## src/rtl/glb_pkg.sv

```systemverilog
`timescale 1ns / 1ps
// Shared types and codes of the greedy line breaker.
// Used by glb_ctrl, glb_dp and greedy_line_breaker; depends on nothing.
package glb_pkg;

   localparam int unsigned WIDTH_BITS = 22;

   typedef struct packed {
      logic [15:0]        glyph_id;
      logic [15:0]        advance;
      logic signed [15:0] glyph_dy;
      logic               break_after;
      logic               is_space;
      logic               hard_break;
      logic               end_of_block;
   } req_type;

   typedef struct packed {
      logic [15:0]           out_glyph;
      logic [WIDTH_BITS-1:0] x_offset;
      logic signed [15:0]    out_dy;
      logic [15:0]           line_number;
      logic                  line_end;
      logic                  overflow;
      logic                  last;
   } rsp_type;

   typedef struct packed {
      logic        spc;
      logic        brk;
      logic [15:0] y;
      logic [15:0] adv;
      logic [15:0] glyph;
   } entry_type;

   localparam logic [1:0] EMIT_SRC_COUNT = 2'd0;
   localparam logic [1:0] EMIT_SRC_HI    = 2'd1;
   localparam logic [1:0] EMIT_SRC_ONE   = 2'd2;

   typedef struct packed {
      logic       accept;
      logic       append;
      logic       trim_init;
      logic       trim_rd;
      logic       trim_dec;
      logic       skip_init;
      logic       skip_rd;
      logic       skip_inc;
      logic       drop;
      logic       scan_rd;
      logic       scan_acc;
      logic       emit_init;
      logic [1:0] emit_src;
      logic       emit_ovf;
      logic       emit_rd;
      logic       emit_put;
      logic       line_done;
      logic       clear;
      logic       finish;
   } cmd_type;

   typedef struct packed {
      logic hard;
      logic eob;
      logic over;
      logic bv;
      logic bp_lt;
      logic cnt_zero;
      logic cnt_one;
      logic cnt_full;
      logic hi_zero;
      logic rd_space;
      logic t_lt_cnt;
      logic i_lt_cnt;
      logic i_lt_hi;
      logic can_put;
      logic pend_v;
   } sts_type;

endpackage

```

## src/rtl/glb_ctrl.sv

```systemverilog
`timescale 1ns / 1ps
// Sequencer of the line breaker: walks append, flush, rescan and emission.
// Depends on glb_pkg for the command and status structs.
module glb_ctrl (
   input  logic             clock,
   input  logic             reset,
   input  logic             req_valid,
   output logic             req_stall,
   input  glb_pkg::sts_type sts,
   output glb_pkg::cmd_type cmd
);
   localparam logic [3:0] S_IDLE     = 4'd0;
   localparam logic [3:0] S_START    = 4'd1;
   localparam logic [3:0] S_CHECK    = 4'd2;
   localparam logic [3:0] S_TRIM_RD  = 4'd3;
   localparam logic [3:0] S_TRIM_CHK = 4'd4;
   localparam logic [3:0] S_SKIP     = 4'd5;
   localparam logic [3:0] S_SKIP_RD  = 4'd6;
   localparam logic [3:0] S_SKIP_CHK = 4'd7;
   localparam logic [3:0] S_DROP     = 4'd8;
   localparam logic [3:0] S_SCAN_RD  = 4'd9;
   localparam logic [3:0] S_SCAN_ACC = 4'd10;
   localparam logic [3:0] S_EMIT_RD  = 4'd11;
   localparam logic [3:0] S_EMIT_PUT = 4'd12;
   localparam logic [3:0] S_EMIT_END = 4'd13;
   localparam logic [3:0] S_EOB      = 4'd14;
   localparam logic [3:0] S_FINISH   = 4'd15;

   logic [3:0] state_ff, state_in;
   logic [3:0] ret_ff, ret_in;
   logic       clr_ff, clr_in;

   always_comb begin
      state_in = state_ff;
      ret_in   = ret_ff;
      clr_in   = clr_ff;
      cmd      = '0;
      unique case (state_ff)
         S_IDLE: begin
            if (req_valid) begin
               cmd.accept = 1'b1;
               state_in   = S_START;
            end
         end
         S_START: begin
            if (sts.hard) begin
               if (!sts.cnt_zero) begin
                  cmd.emit_init = 1'b1;
                  cmd.emit_src  = glb_pkg::EMIT_SRC_COUNT;
                  clr_in        = 1'b1;
                  ret_in        = S_EOB;
                  state_in      = S_EMIT_RD;
               end else begin
                  state_in = S_EOB;
               end
            end else begin
               cmd.append = 1'b1;
               state_in   = S_CHECK;
            end
         end
         S_CHECK: begin
            if (sts.over && sts.bv && sts.bp_lt) begin
               cmd.trim_init = 1'b1;
               state_in      = S_TRIM_RD;
            end else if (sts.over && !sts.bv && sts.cnt_one) begin
               cmd.emit_init = 1'b1;
               cmd.emit_src  = glb_pkg::EMIT_SRC_ONE;
               clr_in        = 1'b1;
               ret_in        = S_CHECK;
               state_in      = S_EMIT_RD;
            end else if (sts.cnt_full) begin
               cmd.emit_init = 1'b1;
               cmd.emit_src  = glb_pkg::EMIT_SRC_COUNT;
               cmd.emit_ovf  = 1'b1;
               clr_in        = 1'b1;
               ret_in        = S_CHECK;
               state_in      = S_EMIT_RD;
            end else begin
               state_in = S_EOB;
            end
         end
         S_TRIM_RD: begin
            if (sts.hi_zero) begin
               state_in = S_SKIP;
            end else begin
               cmd.trim_rd = 1'b1;
               state_in    = S_TRIM_CHK;
            end
         end
         S_TRIM_CHK: begin
            if (sts.rd_space) begin
               cmd.trim_dec = 1'b1;
               state_in     = S_TRIM_RD;
            end else begin
               cmd.emit_init = 1'b1;
               cmd.emit_src  = glb_pkg::EMIT_SRC_HI;
               clr_in        = 1'b0;
               ret_in        = S_SKIP;
               state_in      = S_EMIT_RD;
            end
         end
         S_SKIP: begin
            cmd.skip_init = 1'b1;
            state_in      = S_SKIP_RD;
         end
         S_SKIP_RD: begin
            if (sts.t_lt_cnt) begin
               cmd.skip_rd = 1'b1;
               state_in    = S_SKIP_CHK;
            end else begin
               state_in = S_DROP;
            end
         end
         S_SKIP_CHK: begin
            if (sts.rd_space) begin
               cmd.skip_inc = 1'b1;
               state_in     = S_SKIP_RD;
            end else begin
               state_in = S_DROP;
            end
         end
         S_DROP: begin
            cmd.drop = 1'b1;
            state_in = S_SCAN_RD;
         end
         S_SCAN_RD: begin
            if (sts.i_lt_cnt) begin
               cmd.scan_rd = 1'b1;
               state_in    = S_SCAN_ACC;
            end else begin
               state_in = S_CHECK;
            end
         end
         S_SCAN_ACC: begin
            cmd.scan_acc = 1'b1;
            state_in     = S_SCAN_RD;
         end
         S_EMIT_RD: begin
            if (sts.i_lt_hi) begin
               cmd.emit_rd = 1'b1;
               state_in    = S_EMIT_PUT;
            end else begin
               state_in = S_EMIT_END;
            end
         end
         S_EMIT_PUT: begin
            if (sts.can_put) begin
               cmd.emit_put = 1'b1;
               state_in     = S_EMIT_RD;
            end
         end
         S_EMIT_END: begin
            cmd.line_done = 1'b1;
            cmd.clear     = clr_ff;
            state_in      = ret_ff;
         end
         S_EOB: begin
            if (sts.eob && !sts.cnt_zero) begin
               cmd.emit_init = 1'b1;
               cmd.emit_src  = glb_pkg::EMIT_SRC_COUNT;
               clr_in        = 1'b1;
               ret_in        = S_FINISH;
               state_in      = S_EMIT_RD;
            end else begin
               cmd.clear = sts.eob;
               state_in  = S_FINISH;
            end
         end
         S_FINISH: begin
            if (!sts.pend_v || sts.can_put) begin
               cmd.finish = 1'b1;
               state_in   = S_IDLE;
            end
         end
         default: begin
            state_in = S_IDLE;
         end
      endcase
   end

   always_ff @(posedge clock) begin
      if (reset) begin
         state_ff <= S_IDLE;
         ret_ff   <= S_IDLE;
         clr_ff   <= 1'b0;
      end else begin
         state_ff <= state_in;
         ret_ff   <= ret_in;
         clr_ff   <= clr_in;
      end
   end

   assign req_stall = (state_ff != S_IDLE);
endmodule

```

## config.mk

```make
export PLATFORM = sky130hd
export DESIGN_NAME = glb_ctrl
export DESIGN_NICKNAME = d
export VERILOG_FILES = /design/src/rtl/glb_pkg.sv /design/src/rtl/glb_ctrl.sv
export SDC_FILE = /design/constraint.sdc
export NUM_CORES = 1
export LEC_CHECK = 0
export ABC_CLOCK_PERIOD_IN_PS = 3100
export BUFFER_PORTS_ARGS = -buffer_cell sky130_fd_sc_hd__buf_2
export CAP_MARGIN = 0
export CORE_MARGIN = 10
export CORE_UTILIZATION = 35
export CTS_CLUSTER_DIAMETER = 200
export CTS_CLUSTER_SIZE = 30
export DETAILED_ROUTE_END_ITERATION = 8
export GPL_ROUTABILITY_DRIVEN = 0
export MAX_ROUTING_LAYER = met4
export PLACE_DENSITY = 0.66
export RECOVER_POWER = 25
export SETUP_SLACK_MARGIN = 0.15
export SKIP_CTS_REPAIR_TIMING = 1
export SKIP_LAST_GASP = 1
export SLEW_MARGIN = 15
export SYNTH_ARGS = -nofsm -noshare
export SYNTH_HDL_FRONTEND = slang
export SYNTH_SLANG_ARGS = --single-unit
```

## constraint.sdc

```tcl
create_clock -name clock -period 3.1 [get_ports clock]
set_input_delay 0.93 -clock clock [delete_from_list [all_inputs] [get_ports clock]]
set_output_delay 0.93 -clock clock [all_outputs]
set_load 0.02 [all_outputs]
```

==> flow_metrics.env <==
export IMPL_peakVddDrop_uv=427
export IMPL_antenna_diode_count=0
export IMPL_grt_ovfl_total=0
export IMPL_cts_max_level=1
export IMPL_avgSynthCellArea_um2=7.07
export IMPL_row_count=19
export IMPL_hp_class="reg2reg"
export IMPL_rrSetupSlack_ps=810
export IMPL_clk_path_buf_depth=2
export IMPL_synth_largest_area_cell="dfxtp_1"
export IMPL_critical_path_max_stage_delay_ps=570
export IMPL_grt_max_degree=23
export IMPL_fin_nets=194
export IMPL_die_w_um=72.6
export IMPL_final_antenna_net_count=0
export IMPL_fin_hold_ws_ps=474
export IMPL_hold_violations=0
export IMPL_skew_ps=0.690
export IMPL_wire_per_inst_um=16.6
export IMPL_crit_type="reg2out"
export IMPL_cts_tree="done"
export IMPL_grtUsageTotal=0.132
export IMPL_drtIter0Drc=62
export IMPL_postPlaceCellArea_um2=1180
export IMPL_drt_total_wl_um=3420
export IMPL_clock_latency_ps=260
export IMPL_grt_met3_usage=0.0408
export IMPL_syn_cell_area_um2=968
export IMPL_status="complete, no violations"
export IMPL_path_cells="buf_4, or4b_4, o32ai_2, a211o_2, buf_2"
export IMPL_cap_violations=0
export IMPL_min_period_ps=2890
export IMPL_slew_headroom=0.494
export IMPL_cp_data_required_time_ps=2170
export IMPL_firstDrtPassIters=4
export IMPL_grt_busiest_layer="met2"
export IMPL_synthCells=137
export IMPL_vias_per_cell=5.82
export IMPL_tns_ps=0
export IMPL_slew_viol_final=0
export IMPL_ys_seq_elements=9
export IMPL_synth_top_area_frac=0.186
export IMPL_critPathBufInv=2
export IMPL_grt_pass1_vias=1202
export IMPL_cts_sinks=9
export IMPL_arrival_ps=1960
export IMPL_end_kind="output port"
export IMPL_grt_pass1_wl_um=5640
export IMPL_yosysSeqAreaShare=0.186
export IMPL_gr_usage_met2=0.220
export IMPL_synthesis_nets=155
export IMPL_fp_coreArea_um2=2710
export IMPL_drc=0
export IMPL_synth_cell_types=43
export IMPL_use_met1=0.151
export IMPL_layout_drive_gt1_share=0.320
export IMPL_critPathTopFamily="simple AND/OR/NAND/NOR gates"
export IMPL_yosys_warnings=0
export IMPL_slowest_stage="or4b_4"
export IMPL_fmax_ghz=0.346
export IMPL_area_growth_pct=26.2
export IMPL_numCtsBuffers=3
export IMPL_final_area_um2=1220
export IMPL_root_buffer="clkbuf_4"
export IMPL_clk_pin_slew_ps=60
export IMPL_yosys_top_cells_area="dfxtp_1 19%, nor2_1 6.6%, nand2b_1 5.8%"
export IMPL_pre_cts_ws_ps=255
export IMPL_tightest_slew_ps=755
export IMPL_vias=1199
export IMPL_period_share=0.933
export IMPL_die_height_um=72.6
export IMPL_finalSetupViolations=0
export IMPL_rsz0062_at_grt="no"
export IMPL_start_kind="flip-flop"
export IMPL_antenna_found_initial=0
export IMPL_dieArea_um2=5270
export IMPL_portBuffers=38
export IMPL_hpwlAfterDp_um=2690
export IMPL_total_leakage_power_nw=0.548
export IMPL_pwr_density_cell_nw_per_um2=808
export IMPL_fin_ws_ps=207
export IMPL_start_util=0.357
export IMPL_path_max_fanout=20
export IMPL_top_level_ports=39
## cells in the mapped netlist, drive strengths merged
master	instances
a21oi	5
o41ai	1
o311ai	1
clkbuf	1
nor3	7
nor2b	6
inv	9
a211o	1
o32ai	2
or2	1
o32a	1
o221a	1
nand3b	3
a2111oi	2
a32oi	1
buf	8
o221ai	2
nor3b	1
nand2	9
a22oi	1
or3b	1
o31ai	1
o21ai	5
a211oi	4
mux2i	1
o21a	3
nand4b	1
a221oi	1
nand2b	9
or4b	4
a21bo	1
nor2	17
a31oi	6
nand3	2
and2	1
xnor2	1
a22o	1
and3	6
dfxtp	9
## sequential cells by signal, summed over array words and instances, names as in the netlist
| signal | flops |
|---|---|
| ret_ff | 4 |
| clr_ff | 1 |
| state_ff | 4 |
## per-stage QoR
step	util	std cells	total power [mW]
after floorplan	-	137	0.699
after global placement	0.436	201	0.860
after detailed placement	0.436	201	0.872
after CTS	0.446	205	0.967
after global routing	0.451	206	1.07
final	0.451	206	0.988
## final timing paths
check / start / to / cells past startpoint
setup / recovery: state_ff[0] / cmd[8] / 5
hold / removal: clr_ff / clr_ff / 1
setup reg to reg: state_ff[3] / state_ff[1] / 5
hold reg to reg: clr_ff / clr_ff / 1
## metal layers
metal	part of all wire	wire (um)	vias to the layer above
met2	0.53	1800	53
met4	0.015	53	0
li1	-	-	588
met1	0.38	1310	552
met3	0.075	255	6
met5	0	0	-
## power by group
group          total [mW]  switching [mW]  internal, mW
sequential          0.228          0.0681         0.159
combinational       0.669           0.408         0.261
clock              0.0915          0.0438        0.0477
total               0.988           0.520         0.469
## cell families after synthesis
| group | count (synthesis) | share of synthesized area |
|---|---|---|
| flops | 9 | 0.186 |
| simple gates | 68 | 0.390 |
| mux | 1 | 0.0103 |
| xor+xnor | 1 | 0.00905 |
| buf+inv | 18 | 0.0827 |
| compound gates | 40 | 0.322 |
## cell type report
class	instances	area [um^2]
Clock buffer	3	22.5
Clock inverter	1	5.00
Fill cell	303	1490
Inverter	9	33.8
Multi-Input combinational cell	110	719
Sequential cell	9	180
Tap cell	31	38.8
Timing Repair Buffer	43	223
## worst reg2reg max path: stages, from the launching register on
cell and delay, ps:
dfxtp_1 600, buf_4 260, nand2_1 170, a211oi_1 650
a31oi_1 160, a221oi_1 350
## cell usage in the layout, fill, tap and decap left out, types with 2 or more instances in the layout
master	instances
a31oi_1	6
o221ai_1	2
or4b_1	2
or4b_4	2
nor2b_1	6
o21ai_0	5
buf_4	4
nand2b_1	9
a21oi_1	5
a211oi_1	3
nand3_1	2
o21a_1	3
nor2_1	17
nand2_1	9
clkbuf_4	3
clkbuf_1	2
inv_1	9
nor3_1	7
and3_1	6
buf_2	37
dfxtp_1	9
nand3b_1	3
Power figures use the tool's default switching activity.
