--- config.mk ---
export PLATFORM = sky130hd
export DESIGN_NAME = glb_dp
export DESIGN_NICKNAME = d
export VERILOG_FILES = /design/src/rtl/glb_pkg.sv /design/src/rtl/glb_ram.sv /design/src/rtl/glb_dp.sv
export SDC_FILE = /design/constraint.sdc
export NUM_CORES = 2
export LEC_CHECK = 0
export ABC_AREA = 0
export ABC_CLOCK_PERIOD_IN_PS = 6700
export BUFFER_PORTS_ARGS = -buffer_cell sky130_fd_sc_hd__buf_4
export CAP_MARGIN = 20
export CORE_MARGIN = 5
export CORE_UTILIZATION = 55
export CTS_CLUSTER_SIZE = 25
export DETAILED_ROUTE_END_ITERATION = 16
export PLACE_DENSITY = 0.71
export SLEW_MARGIN = 10
export SYNTH_ARGS = -nofsm -noshare
export SYNTH_HDL_FRONTEND = slang
export SYNTH_SLANG_ARGS = --single-unit
--- constraint.sdc ---
create_clock -name clock -period 6.7 [get_ports clock]
set_clock_uncertainty 0.2 [all_clocks]
set_input_delay 0.67 -clock clock [delete_from_list [all_inputs] [get_ports clock]]
set_output_delay 0.67 -clock clock [all_outputs]
set_load 0.01 [all_outputs]
--- src/rtl/glb_pkg.sv ---
`timescale 1ns / 1ps
// Shared types and codes of the greedy line breaker.
// Used by glb_ctrl, glb_dp and greedy_line_breaker; depends on nothing.
package glb_pkg;

   localparam int unsigned WIDTH_BITS = 22;

   typedef struct packed {
      logic [15:0]        glyph_id;
      logic [15:0]        advance;
      logic signed [15:0] glyph_dy;
      logic               break_after;
      logic               is_space;
      logic               hard_break;
      logic               end_of_block;
   } req_type;

   typedef struct packed {
      logic [15:0]           out_glyph;
      logic [WIDTH_BITS-1:0] x_offset;
      logic signed [15:0]    out_dy;
      logic [15:0]           line_number;
      logic                  line_end;
      logic                  overflow;
      logic                  last;
   } rsp_type;

   typedef struct packed {
      logic        spc;
      logic        brk;
      logic [15:0] y;
      logic [15:0] adv;
      logic [15:0] glyph;
   } entry_type;

   localparam logic [1:0] EMIT_SRC_COUNT = 2'd0;
   localparam logic [1:0] EMIT_SRC_HI    = 2'd1;
   localparam logic [1:0] EMIT_SRC_ONE   = 2'd2;

   typedef struct packed {
      logic       accept;
      logic       append;
      logic       trim_init;
      logic       trim_rd;
      logic       trim_dec;
      logic       skip_init;
      logic       skip_rd;
      logic       skip_inc;
      logic       drop;
      logic       scan_rd;
      logic       scan_acc;
      logic       emit_init;
      logic [1:0] emit_src;
      logic       emit_ovf;
      logic       emit_rd;
      logic       emit_put;
      logic       line_done;
      logic       clear;
      logic       finish;
   } cmd_type;

   typedef struct packed {
      logic hard;
      logic eob;
      logic over;
      logic bv;
      logic bp_lt;
      logic cnt_zero;
      logic cnt_one;
      logic cnt_full;
      logic hi_zero;
      logic rd_space;
      logic t_lt_cnt;
      logic i_lt_cnt;
      logic i_lt_hi;
      logic can_put;
      logic pend_v;
   } sts_type;

endpackage

--- src/rtl/glb_ram.sv ---
`timescale 1ns / 1ps
// Generic single-write, single-read RAM with registered read data.
// Standalone; no package dependency.
module glb_ram #(
   parameter int unsigned WIDTH = 8,
   parameter int unsigned DEPTH = 16
) (
   input  logic                     clock,
   input  logic                     we,
   input  logic [$clog2(DEPTH)-1:0] waddr,
   input  logic [WIDTH-1:0]         wdata,
   input  logic                     re,
   input  logic [$clog2(DEPTH)-1:0] raddr,
   output logic [WIDTH-1:0]         rdata
);
   logic [WIDTH-1:0] mem_ff [DEPTH];
   logic [WIDTH-1:0] rdata_ff;

   always_ff @(posedge clock) begin
      if (we) begin
         mem_ff[waddr] <= wdata;
      end
      if (re) begin
         rdata_ff <= mem_ff[raddr];
      end
   end

   assign rdata = rdata_ff;
endmodule

--- src/rtl/glb_dp.sv ---
`timescale 1ns / 1ps
// Datapath of the line breaker: ring-buffered line store, width and break
// tracking, result staging. Depends on glb_pkg and glb_ram.
module glb_dp #(
   parameter int unsigned LINE_DEPTH = 64
) (
   input  logic             clock,
   input  logic             reset,
   input  glb_pkg::req_type req_data,
   input  logic             csr_valid,
   input  logic             csr_ready,
   input  logic [glb_pkg::WIDTH_BITS-1:0] csr_data,
   input  glb_pkg::cmd_type cmd,
   output glb_pkg::sts_type sts,
   output logic             rsp_valid,
   input  logic             rsp_stall,
   output glb_pkg::rsp_type rsp_data
);
   localparam int unsigned IW = $clog2(LINE_DEPTH);
   localparam int unsigned CW = $clog2(LINE_DEPTH + 1);
   localparam int unsigned WB = glb_pkg::WIDTH_BITS;
   localparam int unsigned EW = $bits(glb_pkg::entry_type);

   glb_pkg::req_type   item_ff, item_in;
   logic [IW-1:0]      head_ff, head_in;
   logic [CW-1:0]      count_ff, count_in;
   logic [WB-1:0]      sum_ff, sum_in;
   logic [IW-1:0]      bp_ff, bp_in;
   logic               bv_ff, bv_in;
   logic [15:0]        lines_ff, lines_in;
   logic [WB-1:0]      width_ff, width_in;
   logic [CW-1:0]      hi_ff, hi_in;
   logic [CW-1:0]      t_ff, t_in;
   logic [CW-1:0]      i_ff, i_in;
   logic [CW-1:0]      ehi_ff, ehi_in;
   logic               ovf_ff, ovf_in;
   logic [WB-1:0]      x_ff, x_in;
   glb_pkg::rsp_type   pend_ff, pend_in;
   logic               pend_v_ff, pend_v_in;
   glb_pkg::rsp_type   out_ff, out_in;
   logic               out_v_ff, out_v_in;

   glb_pkg::entry_type wentry, rentry;
   logic [EW-1:0]      rdata;
   logic [IW-1:0]      raddr, waddr;
   logic               re;
   logic               out_free;
   logic [CW-1:0]      bp_next;

   function automatic logic [IW-1:0] phys(input logic [IW-1:0] base,
                                          input logic [CW-1:0] off);
      logic [CW:0] s;
      s = (CW+1)'(base) + (CW+1)'(off);
      if (s >= (CW+1)'(LINE_DEPTH)) begin
         s = s - (CW+1)'(LINE_DEPTH);
      end
      return s[IW-1:0];
   endfunction

   assign bp_next  = CW'(bp_ff) + CW'(1);
   assign out_free = !out_v_ff || !rsp_stall;
   assign rentry   = glb_pkg::entry_type'(rdata);

   assign wentry.spc   = item_ff.is_space;
   assign wentry.brk   = item_ff.break_after;
   assign wentry.y     = item_ff.glyph_dy;
   assign wentry.adv   = item_ff.advance;
   assign wentry.glyph = item_ff.glyph_id;
   assign waddr        = phys(head_ff, count_ff);

   assign re = cmd.trim_rd | cmd.skip_rd | cmd.scan_rd | cmd.emit_rd;
   always_comb begin
      if (cmd.trim_rd) begin
         raddr = phys(head_ff, hi_ff - CW'(1));
      end else if (cmd.skip_rd) begin
         raddr = phys(head_ff, t_ff);
      end else begin
         raddr = phys(head_ff, i_ff);
      end
   end

   glb_ram #(.WIDTH(EW), .DEPTH(LINE_DEPTH)) u_store (
      .clock (clock),
      .we    (cmd.append),
      .waddr (waddr),
      .wdata (wentry),
      .re    (re),
      .raddr (raddr),
      .rdata (rdata)
   );

   always_comb begin
      item_in   = item_ff;
      head_in   = head_ff;
      count_in  = count_ff;
      sum_in    = sum_ff;
      bp_in     = bp_ff;
      bv_in     = bv_ff;
      lines_in  = lines_ff;
      width_in  = width_ff;
      hi_in     = hi_ff;
      t_in      = t_ff;
      i_in      = i_ff;
      ehi_in    = ehi_ff;
      ovf_in    = ovf_ff;
      x_in      = x_ff;
      pend_in   = pend_ff;
      pend_v_in = pend_v_ff;
      out_in    = out_ff;
      out_v_in  = out_v_ff && rsp_stall;

      if (csr_valid && csr_ready) begin
         width_in = csr_data;
      end
      if (cmd.accept) begin
         item_in = req_data;
      end
      if (cmd.append) begin
         count_in = count_ff + CW'(1);
         sum_in   = sum_ff + WB'(item_ff.advance);
         if (item_ff.break_after) begin
            bp_in = count_ff[IW-1:0];
            bv_in = 1'b1;
         end
      end
      if (cmd.trim_init) begin
         hi_in = bp_next;
      end
      if (cmd.trim_dec) begin
         hi_in = hi_ff - CW'(1);
      end
      if (cmd.skip_init) begin
         t_in = bp_next;
      end
      if (cmd.skip_inc) begin
         t_in = t_ff + CW'(1);
      end
      if (cmd.drop) begin
         head_in  = phys(head_ff, t_ff);
         count_in = count_ff - t_ff;
         sum_in   = '0;
         bp_in    = '0;
         bv_in    = 1'b0;
         i_in     = '0;
      end
      if (cmd.scan_acc) begin
         sum_in = sum_ff + WB'(rentry.adv);
         if (rentry.brk) begin
            bp_in = i_ff[IW-1:0];
            bv_in = 1'b1;
         end
         i_in = i_ff + CW'(1);
      end
      if (cmd.emit_init) begin
         i_in   = '0;
         x_in   = '0;
         ovf_in = cmd.emit_ovf;
         case (cmd.emit_src)
            glb_pkg::EMIT_SRC_HI:  ehi_in = hi_ff;
            glb_pkg::EMIT_SRC_ONE: ehi_in = CW'(1);
            default:               ehi_in = count_ff;
         endcase
      end
      if (cmd.emit_put) begin
         if (pend_v_ff) begin
            out_in   = pend_ff;
            out_v_in = 1'b1;
         end
         pend_in.out_glyph   = rentry.glyph;
         pend_in.x_offset    = x_ff;
         pend_in.out_dy      = rentry.y;
         pend_in.line_number = lines_ff;
         pend_in.line_end    = (i_ff + CW'(1)) == ehi_ff;
         pend_in.overflow    = ovf_ff;
         pend_in.last        = 1'b0;
         pend_v_in           = 1'b1;
         x_in = x_ff + WB'(rentry.adv);
         i_in = i_ff + CW'(1);
      end
      if (cmd.line_done) begin
         lines_in = lines_ff + 16'd1;
      end
      if (cmd.clear) begin
         count_in = '0;
         sum_in   = '0;
         bp_in    = '0;
         bv_in    = 1'b0;
      end
      if (cmd.finish && pend_v_ff) begin
         out_in      = pend_ff;
         out_in.last = 1'b1;
         out_v_in    = 1'b1;
         pend_v_in   = 1'b0;
      end
   end

   always_ff @(posedge clock) begin
      if (reset) begin
         head_ff   <= '0;
         count_ff  <= '0;
         sum_ff    <= '0;
         bp_ff     <= '0;
         bv_ff     <= 1'b0;
         lines_ff  <= '0;
         width_ff  <= '0;
         pend_v_ff <= 1'b0;
         out_v_ff  <= 1'b0;
      end else begin
         head_ff   <= head_in;
         count_ff  <= count_in;
         sum_ff    <= sum_in;
         bp_ff     <= bp_in;
         bv_ff     <= bv_in;
         lines_ff  <= lines_in;
         width_ff  <= width_in;
         pend_v_ff <= pend_v_in;
         out_v_ff  <= out_v_in;
      end
      item_ff <= item_in;
      hi_ff   <= hi_in;
      t_ff    <= t_in;
      i_ff    <= i_in;
      ehi_ff  <= ehi_in;
      ovf_ff  <= ovf_in;
      x_ff    <= x_in;
      pend_ff <= pend_in;
      out_ff  <= out_in;
   end

   assign sts.hard     = item_ff.hard_break;
   assign sts.eob      = item_ff.end_of_block;
   assign sts.over     = sum_ff > width_ff;
   assign sts.bv       = bv_ff;
   assign sts.bp_lt    = bp_next < count_ff;
   assign sts.cnt_zero = count_ff == '0;
   assign sts.cnt_one  = count_ff == CW'(1);
   assign sts.cnt_full = count_ff == CW'(LINE_DEPTH);
   assign sts.hi_zero  = hi_ff == '0;
   assign sts.rd_space = rentry.spc;
   assign sts.t_lt_cnt = t_ff < count_ff;
   assign sts.i_lt_cnt = i_ff < count_ff;
   assign sts.i_lt_hi  = i_ff < ehi_ff;
   assign sts.can_put  = !pend_v_ff || out_free;
   assign sts.pend_v   = pend_v_ff;

   assign rsp_valid = out_v_ff;
   assign rsp_data  = out_ff;

`ifndef SYNTHESIS
   a_count_range: assert property (@(posedge clock) disable iff (reset)
      count_ff <= CW'(LINE_DEPTH))
      else $error("line count beyond depth");
   a_break_inside: assert property (@(posedge clock) disable iff (reset)
      bv_ff |-> (CW'(bp_ff) < count_ff))
      else $error("break point outside the line");
   a_head_range: assert property (@(posedge clock) disable iff (reset)
      CW'(head_ff) < CW'(LINE_DEPTH))
      else $error("ring head out of range");
   a_put_room: assert property (@(posedge clock) disable iff (reset)
      (cmd.emit_put && pend_v_ff) |-> out_free)
      else $error("result staged over a held result");
`endif
endmodule
==> results.sh <==
export IMPL_outcome="finished clean"
export IMPL_crit_family="compound AO/OA/AOI/OAI gates"
export IMPL_detail_route_antenna_nets=0
export IMPL_drc_errors=0
export IMPL_clkPwrFrac_pct=33.2
export IMPL_worstMarginPinSlew_ps=1180
export IMPL_initial_core_util_pct=55.3
export IMPL_finalHoldViolations=0
export IMPL_syn_cell_area_um2=141000
export IMPL_reg2reg_from="i_ff[0]"
export IMPL_routedWlPerCell_um=32.2
export IMPL_clkTransAtPathRegs_ps=60
export IMPL_reg2regPathDepth=12
export IMPL_via_per_inst=6.52
export IMPL_fin_cells=11100
export IMPL_area_delta_synth_final_pct=14.2
export IMPL_antenna_found_initial=19
export IMPL_crit_slowest_cell="a21oi_1"
export IMPL_max_stage_delay_ps=830
export IMPL_path_cells="ha_1 -> inv_1 -> fa_1 -> xor2_1 -> mux2i_1 -> o21a_4 -> buf_12 -> mux4_2 -> mux2i_1 -> a21oi_1 -> a21oi_1 -> a211oi_2"
export IMPL_ctsResizeCount=0
export IMPL_synth_async_reset_ratio_pct=0
export IMPL_vdd_ir_drop_max_v=0.000325
export IMPL_path_buf_inv=2
export IMPL_pin_count=188
export IMPL_post_route_min_period_ps=5650
export IMPL_synth_ff_type="edfxtp_1"
export IMPL_grt_pass1_vias=71900
export IMPL_internal_power_mw=43.3
export IMPL_seqPwrFrac_pct=43.8
export IMPL_clkLatencyLatePin_ps=960
export IMPL_nFillCells=16800
export IMPL_vias=72000
export IMPL_dp_cells=10300
export IMPL_p_per_area_nw_per_um2=373
export IMPL_synth_edf_count=3497
export IMPL_slew_headroom_pct=21.4
export IMPL_yosys_warnings=0
export IMPL_multi_input_area_um2=32800
export IMPL_die_x_um=516
export IMPL_row_count=185
export IMPL_place_congestion=0.860
export IMPL_wl_mm=356
export IMPL_hold_ws_ps=106
export IMPL_track_usage_pct=26.7
export IMPL_dr_first_iter_drc_count=9201
export IMPL_required_ps=7110
export IMPL_grt_ovfl_total=0
export IMPL_synth_distinct_cells=70
export IMPL_fp_dieArea_um2=266000
export IMPL_cp_depth=12
export IMPL_ff_latch_area_um2=107000
export IMPL_h_tree_depth=5
export IMPL_slew_violations=0
export IMPL_grt_max_degree=106
export IMPL_drv_cap=0
export IMPL_start_kind="flop"
export IMPL_cts_root_buffer="clkbuf_16"
export IMPL_min_path_type="in -> reg"
export IMPL_ys_seq_area_share_pct=75.7
export IMPL_dp_hpwl_mm=202
export IMPL_grt_pass1_wl_mm=512
export IMPL_drive_above_1_share_pct=25.5
export IMPL_crit_start="i_ff[0]"
export IMPL_synth_cells=6823
export IMPL_arrival_ps=6060
export IMPL_combPwrFrac_pct=23.0
export IMPL_syn_avg_cell_area_um2=20.7
export IMPL_critPathMaxFanout=59
export IMPL_reg2reg_to="u_store.rdata[34]"
export IMPL_cts_tree="built"
export IMPL_setup_violations=0
export IMPL_numCtsBuffers=369
export IMPL_cts_buffer_depth=4
export IMPL_p_sw_mw=16.7
export IMPL_cts_setup_buffers=0
export IMPL_switching_share_pct=27.9
export IMPL_syn_nets=7057
export IMPL_core_area_um2=255000
export IMPL_clock_sinks=3580
export IMPL_final_nets=7634
export IMPL_ys_ff_latch=3580
export IMPL_fin_setup_tns_ps=0
export IMPL_cp_endpoint="u_store.rdata[34]"
export IMPL_worst_r2r_setup_slack_ps=1050
export IMPL_cp_end_kind="flop"
export IMPL_rsz0062_at_grt="false"
export IMPL_max_clock_freq_ghz=0.177
export IMPL_firstDrtPassIters=6
export IMPL_post_route_period_util_pct=84.3
export IMPL_crit_type="reg -> reg"
export IMPL_p_leak_nw=51.9
export IMPL_die_h_um=516
export IMPL_portBuffers=187
power groups by stage:
stage / clock network, mW / logic, mW / registers [mW]
5_1_grt: 21.2 / 14.8 / 26.4
3_5_place_dp: 0 / 13.6 / 26.8
3_3_place_gp: 0 / 13.4 / 26.8
6_report: 19.9 / 13.8 / 26.3
4_1_cts: 20.2 / 13.8 / 26.3
2_1_floorplan: 0 / 9.27 / 26.6
kinds of logic after synthesis:
kind of cell	after synthesis	synth area share, %
AO/OA/AOI/OAI	763	3.53
XOR/XNOR	99	0.615
adder cells (fa/ha/maj)	135	1.24
buffers and inverters	433	1.41
flip-flops	3580	75.7
multiplexers	1074	14.8
AND/OR/NAND/NOR	739	2.67
cells in the final DEF, fill, tap and decap left out, types with 62 or more instances in the layout:
cell and count:
mux4_2 800, o21ai_0 62, a21oi_1 258, dfxtp_1 83, nand2_1 116, nor2b_1 168
dlygate4sd3_1 110, nor2_4 64, nor2_1 145, clkinv_1 89, mux2i_1 169, ha_1 127
edfxtp_1 3497, a211oi_1 253, mux2_2 105, inv_1 81, clkbuf_16 374, buf_4 385
clkinv_2 70, and2_1 91
sequential cells by signal (all words and copies together), names as in the netlist, 2 cells and up:
signal,flops
u_store.mem_ff,3200
head_ff,6
pend_ff,72
lines_ff,16
i_ff,7
ehi_ff,7
width_ff,22
hi_ff,7
x_ff,22
t_ff,7
sum_ff,22
rsp_data,73
sts,2
item_ff,50
u_store.rdata,50
bp_ff,6
count_ff,7
area by class of cell:
type	instances	share of cell area (%)
Tap cell	3366	2.62
Antenna cell	3	0.00466
Multi-Input combinational cell	2810	20.4
Clock buffer	432	5.94
Sequential cell	3580	66.3
Clock inverter	223	1.31
Inverter	82	0.191
Timing Repair Buffer	557	3.26
metrics by stage:
stage / power [mW] / area [um2] / setup slack [ps] / util, %
6_report: 60.0 / 161000 / 1050 / 63.2
5_1_grt: 62.3 / 161000 / 661 / 63.2
4_1_cts: 60.3 / 161000 / 1100 / 63.2
3_5_place_dp: 40.4 / 148000 / 1210 / 58.2
3_3_place_gp: 40.2 / 148000 / 1160 / 58.1
2_1_floorplan: 35.9 / 141000 / 1930 / -
repair_timing:
action	4_1_cts	5_1_grt
setup endpoints to repair	0	0
endpoints found under the hold margin	181	0
hold buffers	110	0
Yosys cell counts (all sizes together), types with 5 or more instances:
library cell | instances | area share (%)
edfxtp | 3497 | 75
mux4 | 800 | 13
a211oi | 264 | 1.4
a21oi | 259 | 0.92
nor2 | 209 | 0.56
clkbuf | 186 | 0.50
mux2i | 169 | 1.2
nor2b | 168 | 0.75
buf | 165 | 0.69
ha | 127 | 1.1
nand2 | 118 | 0.31
mux2 | 105 | 0.84
and2 | 92 | 0.41
dfxtp | 83 | 1.2
inv | 82 | 0.22
o21ai | 65 | 0.23
xnor2 | 59 | 0.37
o22ai | 53 | 0.24
xor2 | 40 | 0.25
nand3 | 37 | 0.13
a21o | 29 | 0.15
nor3 | 25 | 0.089
and3 | 18 | 0.080
nand4 | 16 | 0.071
nand2b | 15 | 0.067
o21a | 11 | 0.059
or3 | 11 | 0.049
a22oi | 10 | 0.053
a21boi | 9 | 0.048
a31oi | 9 | 0.040
fa | 8 | 0.11
o21bai | 8 | 0.043
or2 | 7 | 0.031
nor4 | 6 | 0.027
o31ai | 6 | 0.036
a22o | 5 | 0.031
a311oi | 5 | 0.031
o211ai | 5 | 0.027
worst min path at each step:
stage,startpoint,to,slack (ps),depth (start not counted)
2_1_floorplan,u_store.rdata[32],pend_ff[19],200,0
3_3_place_gp,u_store.rdata[9],pend_ff[66],200,0
3_5_place_dp,u_store.rdata[34],pend_ff[21],200,0
4_1_cts,cmd[6],ehi_ff[0],40,5
5_1_grt,cmd[19],item_ff[5],120,1
6_report,cmd[19],item_ff[32],110,1
per-layer routing:
layer  share of wire, %  vias to the layer above  wire [um]  GRT usage (%)
met2                 47                     4352     168000           41.7
met5              0.011                        -         40              0
met4                2.6                        6       9300           7.11
met3                 12                      610      43100           7.25
met1                 38                    37700     136000           38.1
li1                   -                    29400          -              -
No activity file was read; power rests on OpenSTA's default activity.
